==> src/evq_pkg.sv <==
// evq_pkg: request, mark and status codes, controller states and the
// command/status structs shared by the event queue scheduler modules.
// No dependencies.
package evq_pkg;

  localparam int REQ_W  = 2;
  localparam int ID_W   = 4;
  localparam int STS_W  = 2;
  localparam int MARK_W = 2;
  localparam int CNT_W  = 5;

  typedef enum logic [REQ_W-1:0] {
    REQ_TRIGGER  = 2'd0,
    REQ_CANCEL   = 2'd1,
    REQ_DISPATCH = 2'd2,
    REQ_FINISH   = 2'd3
  } req_t;

  typedef enum logic [MARK_W-1:0] {
    MK_IDLE = 2'd0,
    MK_PEND = 2'd1,
    MK_EXEC = 2'd2,
    MK_EXRT = 2'd3
  } mark_t;

  typedef enum logic [STS_W-1:0] {
    STS_OK      = 2'd0,
    STS_EMPTY   = 2'd1,
    STS_BUSY    = 2'd2,
    STS_IGNORED = 2'd3
  } status_t;

  typedef enum logic [2:0] {
    FSM_IDLE,
    FSM_EXEC,
    FSM_LINK,
    FSM_UNLINK,
    FSM_DONE
  } fsm_t;

  typedef struct packed {
    logic    load;
    logic    push_a;
    logic    push_b;
    logic    unlink;
    logic    run_set;
    logic    run_clr;
    logic    mark_we;
    mark_t   mark_wd;
    logic    res_set;
    status_t res_status;
    logic    res_valid;
    logic    res_requeued;
    mark_t   res_ast;
    logic    out_load;
  } cmd_t;

  typedef struct packed {
    req_t  req;
    logic  id_ok;
    mark_t mark_e;
    logic  run_valid;
    logic  head_valid;
    logic  out_busy;
  } sts_t;

endpackage

==> src/evq_req_if.sv <==
// evq_req_if: request channel of the event queue scheduler.
// Depends on evq_pkg.
interface evq_req_if;
  import evq_pkg::*;

  logic             valid;
  logic             ready;
  logic [REQ_W-1:0] req_type;
  logic [ID_W-1:0]  event_id;

  modport source (output valid, output req_type, output event_id, input ready);
  modport sink (input valid, input req_type, input event_id, output ready);
endinterface

==> src/evq_res_if.sv <==
// evq_res_if: result channel of the event queue scheduler.
// Depends on evq_pkg.
interface evq_res_if;
  import evq_pkg::*;

  logic              valid;
  logic              ready;
  logic [STS_W-1:0]  status;
  logic              out_valid;
  logic [ID_W-1:0]   out_event;
  logic              requeued;
  logic [MARK_W-1:0] addressed_state;
  logic [CNT_W-1:0]  queue_count;

  modport source (
    output valid, output status, output out_valid, output out_event,
    output requeued, output addressed_state, output queue_count, input ready
  );
  modport sink (
    input valid, input status, input out_valid, input out_event,
    input requeued, input addressed_state, input queue_count, output ready
  );
endinterface

==> src/evq_ctrl.sv <==
// evq_ctrl: sequencing state machine of the event queue scheduler.
// Depends on evq_pkg; drives evq_dp through cmd_t, watches sts_t.
module evq_ctrl (
  input  logic          clk,
  input  logic          rst,
  input  logic          in_valid,
  output logic          in_ready,
  input  evq_pkg::sts_t sts,
  output evq_pkg::cmd_t cmd
);
  import evq_pkg::*;

  fsm_t state;
  fsm_t state_next;

  always_ff @(posedge clk) begin
    if (rst) begin
      state <= FSM_IDLE;
    end else begin
      state <= state_next;
    end
  end

  always_comb begin
    state_next = state;
    case (state)
      FSM_IDLE: begin
        if (in_valid) state_next = FSM_EXEC;
      end
      FSM_EXEC: begin
        state_next = FSM_DONE;
        case (sts.req)
          REQ_TRIGGER: begin
            if (sts.id_ok && sts.mark_e == MK_IDLE) state_next = FSM_LINK;
          end
          REQ_CANCEL: begin
            if (sts.id_ok && sts.mark_e == MK_PEND) state_next = FSM_UNLINK;
          end
          REQ_DISPATCH: begin
            if (!sts.run_valid && sts.head_valid) state_next = FSM_UNLINK;
          end
          REQ_FINISH: begin
            if (sts.run_valid && sts.mark_e == MK_EXRT) state_next = FSM_LINK;
          end
          default: state_next = FSM_DONE;
        endcase
      end
      FSM_LINK:   state_next = FSM_DONE;
      FSM_UNLINK: state_next = FSM_DONE;
      FSM_DONE: begin
        if (!sts.out_busy) state_next = FSM_IDLE;
      end
      default: state_next = FSM_IDLE;
    endcase
  end

  assign in_ready = (state == FSM_IDLE) && !rst;

  always_comb begin
    cmd = '0;
    case (state)
      FSM_IDLE: begin
        cmd.load = in_valid;
      end
      FSM_EXEC: begin
        cmd.res_set    = 1'b1;
        cmd.res_status = STS_OK;
        cmd.res_ast    = MK_IDLE;
        case (sts.req)
          REQ_TRIGGER: begin
            if (!sts.id_ok) begin
              cmd.res_status = STS_IGNORED;
            end else begin
              case (sts.mark_e)
                MK_IDLE: begin
                  cmd.push_a  = 1'b1;
                  cmd.mark_we = 1'b1;
                  cmd.mark_wd = MK_PEND;
                  cmd.res_ast = MK_PEND;
                end
                MK_EXEC: begin
                  cmd.mark_we = 1'b1;
                  cmd.mark_wd = MK_EXRT;
                  cmd.res_ast = MK_EXRT;
                end
                default: cmd.res_ast = sts.mark_e;
              endcase
            end
          end
          REQ_CANCEL: begin
            if (!sts.id_ok) begin
              cmd.res_status = STS_IGNORED;
            end else if (sts.mark_e != MK_PEND) begin
              cmd.res_status = STS_IGNORED;
              cmd.res_ast    = sts.mark_e;
            end
          end
          REQ_DISPATCH: begin
            if (sts.run_valid) begin
              cmd.res_status = STS_BUSY;
              cmd.res_ast    = sts.mark_e;
            end else if (!sts.head_valid) begin
              cmd.res_status = STS_EMPTY;
            end else begin
              cmd.res_valid = 1'b1;
              cmd.res_ast   = MK_EXEC;
            end
          end
          REQ_FINISH: begin
            if (!sts.run_valid) begin
              cmd.res_status = STS_BUSY;
            end else if (sts.mark_e == MK_EXRT) begin
              cmd.push_a       = 1'b1;
              cmd.mark_we      = 1'b1;
              cmd.mark_wd      = MK_PEND;
              cmd.res_requeued = 1'b1;
              cmd.res_ast      = MK_PEND;
            end else begin
              cmd.mark_we = 1'b1;
              cmd.mark_wd = MK_IDLE;
              cmd.run_clr = 1'b1;
            end
          end
          default: cmd.res_status = STS_OK;
        endcase
      end
      FSM_LINK: begin
        cmd.push_b  = 1'b1;
        cmd.run_clr = (sts.req == REQ_FINISH);
      end
      FSM_UNLINK: begin
        cmd.unlink  = 1'b1;
        cmd.mark_we = 1'b1;
        if (sts.req == REQ_DISPATCH) begin
          cmd.mark_wd = MK_EXEC;
          cmd.run_set = 1'b1;
        end else begin
          cmd.mark_wd = MK_IDLE;
        end
      end
      FSM_DONE: begin
        cmd.out_load = !sts.out_busy;
      end
      default: cmd = '0;
    endcase
  end

endmodule

==> src/evq_dp.sv <==
// evq_dp: datapath of the event queue scheduler: event marks, link memories,
// head/tail/running pointers, pending count and the result register.
// Depends on evq_pkg; commanded by evq_ctrl.
module evq_dp #(
  parameter int EVENT_COUNT = 16
) (
  input  logic                       clk,
  input  logic                       rst,
  input  evq_pkg::cmd_t              cmd,
  output evq_pkg::sts_t              sts,
  input  logic [evq_pkg::REQ_W-1:0]  in_req_type,
  input  logic [evq_pkg::ID_W-1:0]   in_event_id,
  output logic                       res_valid,
  input  logic                       res_ready,
  output logic [evq_pkg::STS_W-1:0]  res_status,
  output logic                       res_out_valid,
  output logic [evq_pkg::ID_W-1:0]   res_out_event,
  output logic                       res_requeued,
  output logic [evq_pkg::MARK_W-1:0] res_addressed_state,
  output logic [evq_pkg::CNT_W-1:0]  res_queue_count
);
  import evq_pkg::*;

  localparam int IW = $clog2(EVENT_COUNT);
  localparam int LW = $clog2(EVENT_COUNT + 1);
  localparam logic [LW-1:0] NULL_LINK = LW'(EVENT_COUNT);

  req_t            req_q;
  logic [ID_W-1:0] id_q;
  logic [LW-1:0]   head;
  logic [LW-1:0]   tail;
  logic [LW-1:0]   running;
  logic [LW-1:0]   total;
  mark_t           mark_q [EVENT_COUNT];
  logic [LW-1:0]   next_mem [EVENT_COUNT];
  logic [LW-1:0]   prev_mem [EVENT_COUNT];
  logic [LW-1:0]   rd_next;
  logic [LW-1:0]   rd_prev;

  status_t         scr_status;
  logic            scr_valid;
  logic [ID_W-1:0] scr_event;
  logic            scr_requeued;
  mark_t           scr_ast;

  logic [LW-1:0]   e_link;
  logic [IW-1:0]   e_idx;
  logic            head_valid;
  logic            tail_valid;
  logic            run_valid;
  logic [LW-1:0]   n_link;
  logic [LW-1:0]   p_link;

  logic            nx_we;
  logic [IW-1:0]   nx_wa;
  logic [LW-1:0]   nx_wd;
  logic            pv_we;
  logic [IW-1:0]   pv_wa;
  logic [LW-1:0]   pv_wd;

  assign head_valid = (head != NULL_LINK);
  assign tail_valid = (tail != NULL_LINK);
  assign run_valid  = (running != NULL_LINK);

  // event addressed by the current request
  always_comb begin
    case (req_q)
      REQ_TRIGGER, REQ_CANCEL: e_link = LW'(id_q);
      REQ_DISPATCH:            e_link = run_valid ? running : head;
      REQ_FINISH:              e_link = running;
      default:                 e_link = running;
    endcase
  end

  assign e_idx = e_link[IW-1:0];

  // the popped head has no predecessor, so its successor gets a null back link
  assign n_link = rd_next;
  assign p_link = (req_q == REQ_DISPATCH) ? NULL_LINK : rd_prev;

  assign sts.req        = req_q;
  assign sts.id_ok      = (int'(id_q) < EVENT_COUNT);
  assign sts.mark_e     = mark_q[e_idx];
  assign sts.run_valid  = run_valid;
  assign sts.head_valid = head_valid;
  assign sts.out_busy   = res_valid && !res_ready;

  always_comb begin
    nx_we = 1'b0;
    nx_wa = e_idx;
    nx_wd = NULL_LINK;
    pv_we = 1'b0;
    pv_wa = e_idx;
    pv_wd = tail;
    if (cmd.push_a) begin
      nx_we = 1'b1;
      pv_we = 1'b1;
    end else if (cmd.push_b) begin
      nx_we = tail_valid;
      nx_wa = tail[IW-1:0];
      nx_wd = e_link;
    end else if (cmd.unlink) begin
      nx_we = (p_link != NULL_LINK);
      nx_wa = p_link[IW-1:0];
      nx_wd = n_link;
      pv_we = (n_link != NULL_LINK);
      pv_wa = n_link[IW-1:0];
      pv_wd = p_link;
    end
  end

  always_ff @(posedge clk) begin
    if (nx_we) next_mem[nx_wa] <= nx_wd;
    if (pv_we) prev_mem[pv_wa] <= pv_wd;
    rd_next <= next_mem[e_idx];
    rd_prev <= prev_mem[e_idx];
  end

  always_ff @(posedge clk) begin
    if (rst) begin
      head      <= NULL_LINK;
      tail      <= NULL_LINK;
      running   <= NULL_LINK;
      total     <= '0;
      res_valid <= 1'b0;
      for (int i = 0; i < EVENT_COUNT; i++) begin
        mark_q[i] <= MK_IDLE;
      end
    end else begin
      if (cmd.push_b) begin
        if (!tail_valid) head <= e_link;
        tail <= e_link;
      end else if (cmd.unlink) begin
        if (p_link == NULL_LINK) head <= n_link;
        if (n_link == NULL_LINK) tail <= p_link;
      end
      if (cmd.run_set) begin
        running <= e_link;
      end else if (cmd.run_clr) begin
        running <= NULL_LINK;
      end
      if (cmd.push_a) begin
        total <= total + LW'(1);
      end else if (cmd.unlink) begin
        total <= total - LW'(1);
      end
      if (cmd.mark_we) mark_q[e_idx] <= cmd.mark_wd;
      if (cmd.out_load) begin
        res_valid <= 1'b1;
      end else if (res_ready) begin
        res_valid <= 1'b0;
      end
    end
  end

  always_ff @(posedge clk) begin
    if (cmd.load) begin
      req_q <= req_t'(in_req_type);
      id_q  <= in_event_id;
    end
    if (cmd.res_set) begin
      scr_status   <= cmd.res_status;
      scr_valid    <= cmd.res_valid;
      scr_event    <= cmd.res_valid ? ID_W'(e_link) : '0;
      scr_requeued <= cmd.res_requeued;
      scr_ast      <= cmd.res_ast;
    end
    if (cmd.out_load) begin
      res_status          <= scr_status;
      res_out_valid       <= scr_valid;
      res_out_event       <= scr_event;
      res_requeued        <= scr_requeued;
      res_addressed_state <= scr_ast;
      res_queue_count     <= CNT_W'(total);
    end
  end

endmodule

==> src/event_queue_scheduler.sv <==
// event_queue_scheduler: top level, FIFO event scheduler with retrigger.
// Depends on evq_pkg, evq_req_if, evq_res_if, evq_ctrl and evq_dp.
//
// Usage: requests enter on the req channel (trigger, cancel, dispatch next,
// finish) with an event id; each request gives exactly one result on the res
// channel with a status, the dispatched event, the requeue flag, the mark of
// the affected event and the pending count after the request.
// A request is taken only while the scheduler is idle. Requests that only
// change a mark pass through the execute and done states to a result in the
// output register; a trigger that enqueues, a finish that requeues, a cancel
// that unlinks and a dispatch that pops the head also pass through a link or
// unlink state for the head/tail or neighbor update after the registered link
// read. A new request is taken only after the last one leaves the done state.
// The result register separates the channels: a new request is taken while a
// result waits; if the receiver stalls, the next request holds in its last
// step until the register frees.
// Synchronous reset returns all events to idle with an empty queue and
// nothing executing; no clearing pass is needed.
module event_queue_scheduler #(
  parameter int EVENT_COUNT = 16
) (
  input logic clk,
  input logic rst,
  evq_req_if.sink   req,
  evq_res_if.source res
);
  import evq_pkg::*;

  cmd_t cmd;
  sts_t sts;

  evq_ctrl u_ctrl (
    .clk      (clk),
    .rst      (rst),
    .in_valid (req.valid),
    .in_ready (req.ready),
    .sts      (sts),
    .cmd      (cmd)
  );

  evq_dp #(
    .EVENT_COUNT (EVENT_COUNT)
  ) u_dp (
    .clk                 (clk),
    .rst                 (rst),
    .cmd                 (cmd),
    .sts                 (sts),
    .in_req_type         (req.req_type),
    .in_event_id         (req.event_id),
    .res_valid           (res.valid),
    .res_ready           (res.ready),
    .res_status          (res.status),
    .res_out_valid       (res.out_valid),
    .res_out_event       (res.out_event),
    .res_requeued        (res.requeued),
    .res_addressed_state (res.addressed_state),
    .res_queue_count     (res.queue_count)
  );

endmodule

==> src/flat_wrapper.sv <==
// flat-port wrapper written by rule: the top's interface ports become plain ports
module event_queue_scheduler_flat import evq_pkg::*;
#(
  parameter int EVENT_COUNT = 16
)
  (clk, rst, req_valid, req_req_type, req_event_id, req_ready, res_valid, res_status, res_out_valid, res_out_event, res_requeued, res_addressed_state, res_queue_count, res_ready);
  evq_req_if req_i ();
  evq_res_if res_i ();
  input logic clk;
  input logic rst;
  input wire logic [$bits(req_i.valid)-1:0] req_valid;
  input wire logic [$bits(req_i.req_type)-1:0] req_req_type;
  input wire logic [$bits(req_i.event_id)-1:0] req_event_id;
  output wire logic [$bits(req_i.ready)-1:0] req_ready;
  output wire logic [$bits(res_i.valid)-1:0] res_valid;
  output wire logic [$bits(res_i.status)-1:0] res_status;
  output wire logic [$bits(res_i.out_valid)-1:0] res_out_valid;
  output wire logic [$bits(res_i.out_event)-1:0] res_out_event;
  output wire logic [$bits(res_i.requeued)-1:0] res_requeued;
  output wire logic [$bits(res_i.addressed_state)-1:0] res_addressed_state;
  output wire logic [$bits(res_i.queue_count)-1:0] res_queue_count;
  input wire logic [$bits(res_i.ready)-1:0] res_ready;
  assign req_i.valid = req_valid;
  assign req_i.req_type = req_req_type;
  assign req_i.event_id = req_event_id;
  assign req_ready = req_i.ready;
  assign res_valid = res_i.valid;
  assign res_status = res_i.status;
  assign res_out_valid = res_i.out_valid;
  assign res_out_event = res_i.out_event;
  assign res_requeued = res_i.requeued;
  assign res_addressed_state = res_i.addressed_state;
  assign res_queue_count = res_i.queue_count;
  assign res_i.ready = res_ready;
  event_queue_scheduler #(.EVENT_COUNT(EVENT_COUNT)) u_core (.clk(clk), .rst(rst), .req(req_i), .res(res_i));
endmodule
==> config.mk <==
export PLATFORM = sky130hd
export DESIGN_NAME = event_queue_scheduler_flat
export DESIGN_NICKNAME = d
export VERILOG_FILES = /design/src/evq_pkg.sv /design/src/evq_req_if.sv /design/src/evq_res_if.sv /design/src/evq_ctrl.sv /design/src/evq_dp.sv /design/src/event_queue_scheduler.sv /design/src/flat_wrapper.sv
export SDC_FILE = /design/constraint.sdc
export NUM_CORES = 1
export LEC_CHECK = 0
export BUFFER_PORTS_ARGS = -buffer_cell sky130_fd_sc_hd__buf_4
export CORE_MARGIN = 10
export CORE_UTILIZATION = 30
export CTS_CLUSTER_SIZE = 8
export DETAILED_ROUTE_END_ITERATION = 10
export PLACE_DENSITY = 0.47
export SYNTH_ARGS = -nofsm -noshare
export SYNTH_HDL_FRONTEND = slang
export SYNTH_SLANG_ARGS = --single-unit
export TNS_END_PERCENT = 1
==> constraint.sdc <==
create_clock -name clk -period 13.6 [get_ports clk]
set_clock_uncertainty 0.2 [all_clocks]
set_input_delay 0.68 -clock clk [delete_from_list [all_inputs] [get_ports clk]]
set_output_delay 0.68 -clock clk [all_outputs]
set_load 0.02 [all_outputs]
==> flow_summary.ini <==
[outcome]
outcome = finished clean

[timing]
period_minus_slack_ps = 6050
rsz0062_at_grt = no
max_slew_margin_pct = 21.6
hold_viol_final = 0
max_freq_mhz = 165
setup_violations = 0
min_period_over_period_pct = 44.5
tightest_slew_ps = 1170
drv_slew = 0
fin_setup_tns_ps = 0

[synth]
synth-seq-area-share_pct = 64.7
synthTopCellsByArea = edfxtp_1, nand2_1, dfxtp_1
yosys_register_bits = 257
synth_area_um2 = 11400
synth_nets = 1021
synthCells = 1002
synth_area_leader_cell = edfxtp_1
synthTopCellsByCount = edfxtp_1, nand2_1, nor2_1, a21oi_1, clkbuf_1
synth_top_flop_cell = edfxtp_1
synth_warnings = 0
async_flop_share_pct = 0
synth_top_area_share_pct = 58.7
syn_avg_cell_area_um2 = 11.4
post-synth-top-count-cell = edfxtp_1
ys_types = 64
synth_edf_count = 223

[run]
maxCapViolCount = 0

[finish]
antennaDiodeCount = 0
final_layout_size_suffix_gt1_share_pct = 10.1
fin_util_pct = 35.3
synthToLayoutAreaGrowth_pct = 16.2
instances_no_fill = 1561
layout.nets = 1040

[global_routing]
antenna_found_initial = 0
first_global_vias = 7772
grt_pass1_wl_mm = 46.9
grt.total_usage_pct = 12.7
grt_max_degree = 80
grt.overflow.total = 0

[critical_path]
endpoint_kind = register
crit_path_max_fanout = 52
reg2reg_depth = 16
cp.arrival_ps = 6240
worst_ep_required_time_ps = 13790
critPathLaunchType = register
critPathKind = reg2reg

[die]
pin_count = 27
fp.dieW_um = 215
core_region_area_um2 = 37600
die_h_um = 215
initial_core_util_pct = 30.3
die-area_um2 = 46200
std_cell_rows = 71

[place]
portBuffers = 26
dp_cells = 1492
dp_hpwl_mm = 19.3
gp_congestion = 0.821

[drt]
drt-total-wl_mm = 30.3
wire_per_inst_um = 19.4
ant_nets = 0
dr.pass1.iters = 5
via_per_inst = 5.01
vias = 7814
drc = 0
drt_iter0_drc = 475

[cts]
clockRootBuffer = clkbuf_16
clkTransAtPathRegs_ps = 60
clock-sinks = 257
post_cts.repair.setup_buffers = 0
clockBufferDepth = 3
cts_hold_buf = 0
post_cts_resized = 0
cts_tree = built
cts_buffers = 38
clock_latency_ps = 520
htree_levels = 2

[power]
p_per_area_nw_per_um2 = 147
leakagePower_nw = 4.59
peakVddDrop_uv = 65.7

[hold_path]
hold_depth = 1
hold_path.class = in2reg
final timing paths:
check                                          startpoint                   endpoint  slack (ps)
worst max-delay path                 u_core.u_dp.req_q[0]       u_core.u_dp.total[4]        7550
worst min-delay path                      req_req_type[0]       u_core.u_dp.req_q[0]         150
worst max register to register       u_core.u_dp.req_q[0]       u_core.u_dp.total[4]        7550
worst min register to register  u_core.u_dp.scr_status[0]  u_core.u_dp.res_status[0]         210
state kept, by name, summed over array words and instances (netlist names), 2 cells and up:
name	count
u_core.u_dp.scr_ast	2
u_core.u_dp.head	5
u_core.u_dp.total	5
u_core.u_dp.res_out_event	4
u_core.u_dp.res_queue_count	5
u_core.u_dp.rd_prev	5
u_core.u_dp.tail	5
u_core.u_dp.res_addressed_state	2
u_core.u_dp.next_mem	80
u_core.u_dp.res_status	2
u_core.u_dp.req_q	2
u_core.u_dp.n_link	5
u_core.u_dp.running	5
u_core.u_ctrl.state	3
u_core.u_dp.id_q	4
u_core.u_dp.scr_status	2
u_core.u_dp.scr_event	4
u_core.u_dp.prev_mem	80
u_core.u_dp.mark_q	32
placed cells by master, fill, tap and decap left out, drive strengths merged, types with 4 or more instances in the layout:
master | netlist | layout
a211o | 7 | 7
a211oi | 17 | 17
a21o | 10 | 10
a21oi | 53 | 53
a22o | 6 | 6
a311oi | 30 | 30
a31oi | 13 | 13
and2 | 5 | 5
and3 | 34 | 34
buf | 17 | 41
clkbuf | 45 | 66
dfxtp | 34 | 34
edfxtp | 223 | 223
ha | 8 | 8
inv | 14 | 15
mux2 | 6 | 6
mux2i | 12 | 12
nand2 | 219 | 219
nand2b | 13 | 13
nand3 | 28 | 28
nand3b | 4 | 4
nor2 | 69 | 69
nor2b | 8 | 8
nor3 | 32 | 32
nor3b | 6 | 6
nor4 | 6 | 6
o211ai | 5 | 5
o21ai | 38 | 38
o2bb2ai | 4 | 4
layer usage:
layer / routed length (µm) / share of wire, % / track usage (%) / vias to the layer above
met2: 13600 / 45 / 19.3 / 187
met1: 14500 / 48 / 18.2 / 3815
met3: 1430 / 4.7 / 2.06 / 51
li1: - / - / - / 3761
met4: 740 / 2.4 / 3.99 / 0
met5: 0 / 0 / 0 / -
report_power, final:
group | internal, mW | switching (mW) | total [mW]
clock network | 0.526 | 0.336 | 0.863
registers | 0.870 | 0.0129 | 0.883
logic | 0.0624 | 0.144 | 0.206
total | 1.46 | 0.493 | 1.95
cell families (layout without fill, tap and decap cells):
group / after synthesis / in the layout / synth area share [%]
adders and majority gates: 9 / 9 / 1.05
DFF: 257 / 257 / 64.7
AOI/OAI and AO/OA: 206 / 206 / 12.4
xor gates and xnor gates: 2 / 2 / 0.154
muxes: 18 / 18 / 1.65
buffers and inverters: 76 / 124 / 2.70
and+or+nand+nor: 434 / 434 / 17.4
critical path: stages (launching register included):
cell	delay, ps
edfxtp_1	420
inv_1	140
ha_1	440
or2_1	360
nor2_2	160
nor2_4	700
buf_4	640
a21oi_1	140
a211o_1	330
and3_1	310
nor4_4	530
nor2_1	290
fa_1	510
a21o_1	170
a21oi_1	300
nor4b_1	80
nand4b_1	180
final cells by class:
cell class                 count  area [µm²]
tap                          511         639
timing repair buffer          41         308
clock inverter                 3        45.0
multi-input combinational    669        3770
clock buffer                  66        1060
fill                        3728       24300
sequential                   257        7380
inverter                      14        52.6
per-stage QoR:
step                      instance area, µm²  power [mW]  setup WS [ps]  hold WS [ps]
after CTS                              13200        1.97           7520           129
after detailed placement               12100        1.10           7550           205
final                                  13200        1.95           7550           146
after floorplan                        11400        1.03           8990           200
after global routing                   13200        2.03           7040           134
after global placement                 12100        1.10           7760           206
Power figures use the tool's default switching activity.
